--- src/rtl/rsm_pkg.sv ---
// Package: shared constants and types for the running set median block.
`default_nettype none

package rsm_pkg;

    // Store capacity and element width
    localparam int MAX_COUNT   = 256;
    localparam int VALUE_WIDTH = 32;

    // Derived widths
    localparam int ADDR_W = $clog2(MAX_COUNT);
    localparam int CNT_W  = $clog2(MAX_COUNT + 1);

    // Fixed result field widths
    localparam int MEDIAN_W = 32;
    localparam int USED_W   = 9;

    // Offset-binary bias: flips the sign bit so an unsigned compare orders signed values
    localparam logic [VALUE_WIDTH-1:0] VAL_BIAS = {1'b1, {(VALUE_WIDTH-1){1'b0}}};

    typedef logic [VALUE_WIDTH-1:0] word_t;

    // Results of the shared compare / average unit
    typedef struct packed {
        logic  gt;    // a > b, unsigned on biased words
        word_t mean;  // floor((a + b) / 2) without overflow
    } unit_res_t;

endpackage

`default_nettype wire

--- src/rtl/rsm_unit.sv ---
// Shared arithmetic unit: ordering compare and floor average of two biased words.
`default_nettype none

module rsm_unit (
    input  wire logic              [rsm_pkg::VALUE_WIDTH-1:0] a,
    input  wire logic              [rsm_pkg::VALUE_WIDTH-1:0] b,
    output rsm_pkg::unit_res_t                                res
);
    import rsm_pkg::*;

    // Compare for the insertion scan
    assign res.gt = (a > b);

    // Floor of the mean: halves plus carry of the two dropped low bits
    assign res.mean = (a >> 1) + (b >> 1) + word_t'(a[0] & b[0]);

endmodule

`default_nettype wire

--- config.mk ---
export PLATFORM = sky130hd
export DESIGN_NAME = rsm_unit
export DESIGN_NICKNAME = d
export VERILOG_FILES = /design/src/rtl/rsm_pkg.sv /design/src/rtl/rsm_unit.sv
export SDC_FILE = /design/constraint.sdc
export NUM_CORES = 1
export LEC_CHECK = 0
export ABC_CLOCK_PERIOD_IN_PS = 5900
export BUFFER_PORTS_ARGS = -buffer_cell sky130_fd_sc_hd__buf_2
export CAP_MARGIN = 10
export CORE_MARGIN = 2
export CORE_UTILIZATION = 26
export DETAILED_ROUTE_END_ITERATION = 8
export SLEW_MARGIN = 20
export SYNTH_ARGS = -nofsm -noshare
export SYNTH_HDL_FRONTEND = slang
export SYNTH_SLANG_ARGS = --single-unit
--- constraint.sdc ---
create_clock -name vclk -period 5.9
set_input_delay 0.885 -clock vclk [all_inputs]
set_output_delay 0.885 -clock vclk [all_outputs]
set_load 0.02 [all_outputs]
Word level (Yosys, flattened, before mapping)

Index checks and enable logic that the tools add are counted.
W data, S select, Z words.

Register bits after elaboration: 0
Input bits: 64
Output and inout bits: 33
Word-level logic and storage cells: 4

Add/subtract/negate cells: 2
$lt $le $gt $ge: 1
Bitwise operators: 1

Operators by type and width:

| kind             | count |
|---|---|
| $add A31 B31 Y32 | 1 |
| $add A32 B32 Y32 | 1 |
| $gt A32 B32 Y1   | 1 |
| $and A1 B1 Y1    | 1 |

Logic depth before layout (Yosys ltp)

Depth in word-level cells: 2
Mapped depth: 12
Gate-level depth less buffers: 12

Worst setup path before layout

OpenSTA, ideal clock, no wires.

Kind: input port to output port
Start: input a[0] in the netlist's numbering
End: output res[26] in the netlist's numbering
Data arrival time: 3.192 ns
Data required time: 5.015 ns
Slack: 1.823 ns
Stages: 12
Buffers on the path: 0
Path through: ha_1 > inv_1 > fa_1 > inv_1 > fa_1 > nor2b_1 > o21ai_0 > nand2_1 > a31oi_2 > o41ai_4 > or4_1 > nand3_1

RTL lines:

| what            | line          | source |
|---|---|---|
| start, declared | rsm_unit.sv:5 | `input wire logic [rsm_pkg::VALUE_WIDTH-1:0] a,` |
| end, declared   | rsm_unit.sv:7 | `output rsm_pkg::unit_res_t res` |

==> impl_results.md <==
* Detail Route Antenna Nets at 0
* Post-Syn Nets at between 500 and 600
* Final hold violations at 0
* Relative slew slack at 0.558
* Peak supply drop at between 0.05 and 0.06 mV
* Final worst path period share at 0.758
* Core area at approximately 10,000 um2
* Die Y at 106 um
* P_leak at around 1.7 nW
* Drt total wl at 8.00 mm
* Layout clock buffer count at 0
* Peak Freq at between 0.2 and 0.25 GHz
* DR vias at 2,922
* Warnings, synthesis at 0
* Element type at the critical path end: output pin
* Post-DP Area at roughly 3300 um2
* Finished layout cell area at between 3000 and 4000 um2
* Total track usage at 0.136
* WP data arrival at roughly 3.6 ns
* Remaining DRCs at 0
* Slew @ Worst Pin at around 0.66 ns
* First-pass GRT wire length at ~13 mm
* Largest net degree at the start of global routing at 11
* Slew Viols, Final at 0
* 1st-pass router iterations at 4
* Share of layout cells above drive strength 1 at 0.248
* Number of DRC markers in iteration 0 at between 100 and 150
* Post-Synthesis Cells at 380
* CTS hold repair buffers at 0
* Post-synth top area cell: ha_1
* Top cells by area, synth: ha_1 29%, inv_1 7.1%, xnor2_1 6.7%, a21oi_1 6.2%, nor2_1 4.9%
* Ant. Diodes at 0
* Vias per inst at 4.88
* Count leader, synth: ha_1
* Worst setup startpoint: a[0]
* Fillers at 1,142
* Outcome: completed
* Data required, critical path at 5.02 ns
* Grt total ovfl at 0
* Crit Path Category: input pin to output pin
* Unrepaired setup endpoints after global routing: false
* Initial antenna violation count at 0
* Worst setup SP type: input pin
* PortBufs at 97
* Flip-flop and latch area at 0 um2
* Resize count post-CTS at 0
* Starting Density at 0.266
* Sum Neg Setup Slack at 0 ns
* Final setup fails at 0
* Reported max-cap violation count at 0
* Routed WL per cell at ~13 um
* Setup bufs post-CTS at 0
* Final min period at roughly 4.5 ns
* Avg Synthesized Cell Area at 7.19 um2
* Register area share after synthesis at 0
* Vias in the first global route at about 2,800
* Netlist cell types at 62
* Pwr per Cell Area at roughly 120 nW/um2
* Area delta synth->final at 20.6%
* Post-Synthesis Cell Area at between 2000 and 3000 um2
* GP Congestion at 0.928
* Top cell type's share of synthesized area at 0.289
* Crit-path max FO at 6
* Seq Cell Count at 0
* Worst Hold Class: input pin to output pin
* NumNets Final at slightly below 600
* Cell Rows at 37
* # IOs at 97
* DP HPWL at 7.02 mm
* CP endpoint: res[26]
* Die footprint at around 11,000 um2
* Chip width at ~110 um
* Synth cell count leaders: 63 x ha_1, 52 x inv_1, 36 x nor2_1
-- layer usage --
layer,GRT usage,vias up,wire [um]
li1,-,1516,-
met1,0.186,1334,3710
met2,0.253,72,3910
met3,0.00552,0,383
met4,0,0,0
met5,0,-,0
-- layout by cell type (no fill, tap or decap), types with 6 or more instances in the layout --
| cell | n |
|---|---|
| xor2_1 | 6 |
| inv_1 | 52 |
| nor2b_1 | 10 |
| xnor2_1 | 21 |
| inv_2 | 6 |
| buf_2 | 97 |
| nand3_1 | 8 |
| o21ai_0 | 12 |
| nor2_1 | 36 |
| nand2_1 | 10 |
| ha_1 | 63 |
| nand4_1 | 7 |
| o31ai_1 | 10 |
| o21bai_1 | 7 |
| a21o_1 | 7 |
| nor4_1 | 7 |
| a21oi_1 | 34 |
| a211oi_1 | 7 |
-- power breakdown --
part	leakage [nW]	switching [mW]	internal, mW
clock network	0	0	0
registers	0	0	0
logic	1.68	0.253	0.151
total	1.68	0.253	0.151
-- per-stage QoR --
step | total power, mW | worst slack [ns] | std cells | hold WS (ns) | utilization
detailed placement | 0.404 | 1.38 | 599 | 2.22 | 0.320
global route | 0.444 | 1.14 | 599 | 2.25 | 0.320
floorplan | 0.283 | 1.82 | 380 | 2.03 | -
global placement | 0.400 | 1.41 | 599 | 2.21 | 0.320
CTS | 0.406 | 1.38 | 599 | 2.23 | 0.320
finish | 0.404 | 1.43 | 599 | 2.22 | 0.320
-- critical path, stage by stage --
cell and delay, ns:
buf_2 0.11, ha_1 0.18, inv_1 0.06, fa_1 0.18
inv_1 0.06, fa_1 0.39, nor2b_1 0.16, o21ai_0 0.23
nand2_1 0.15, a31oi_2 0.36, o41ai_4 0.15, or4_1 0.43
nand3_1 0.09, buf_2 0.16
-- worst min path at each step --
stage / startpoint / end / slack [ns] / depth (start not counted)
after floorplan: b[2] / res[1] / 2.03 / 1
after global placement: b[2] / res[1] / 2.21 / 3
after detailed placement: b[2] / res[1] / 2.22 / 3
after CTS: b[2] / res[1] / 2.23 / 3
after global routing: b[2] / res[1] / 2.25 / 3
final: b[2] / res[1] / 2.22 / 3
-- cell families (layout without fill, tap and decap cells) --
| group | count (synthesis) | count (layout) | share of synthesized area |
|---|---|---|---|
| AO/OA/AOI/OAI | 112 | 112 | 0.290 |
| AND/OR/NAND/NOR | 104 | 104 | 0.206 |
| buffers and inverters | 72 | 155 | 0.114 |
| adder cells (fa/ha/maj) | 65 | 65 | 0.303 |
| XOR/XNOR | 27 | 27 | 0.0866 |
-- cell type report --
type / count / area, um2 / share of cell area
inverter: 58 / 218 / 0.0661
multi-input combinational: 308 / 2420 / 0.735
tap: 136 / 170 / 0.0517
timing repair buffer: 97 / 485 / 0.147
(Power assumes the default switching activity.)
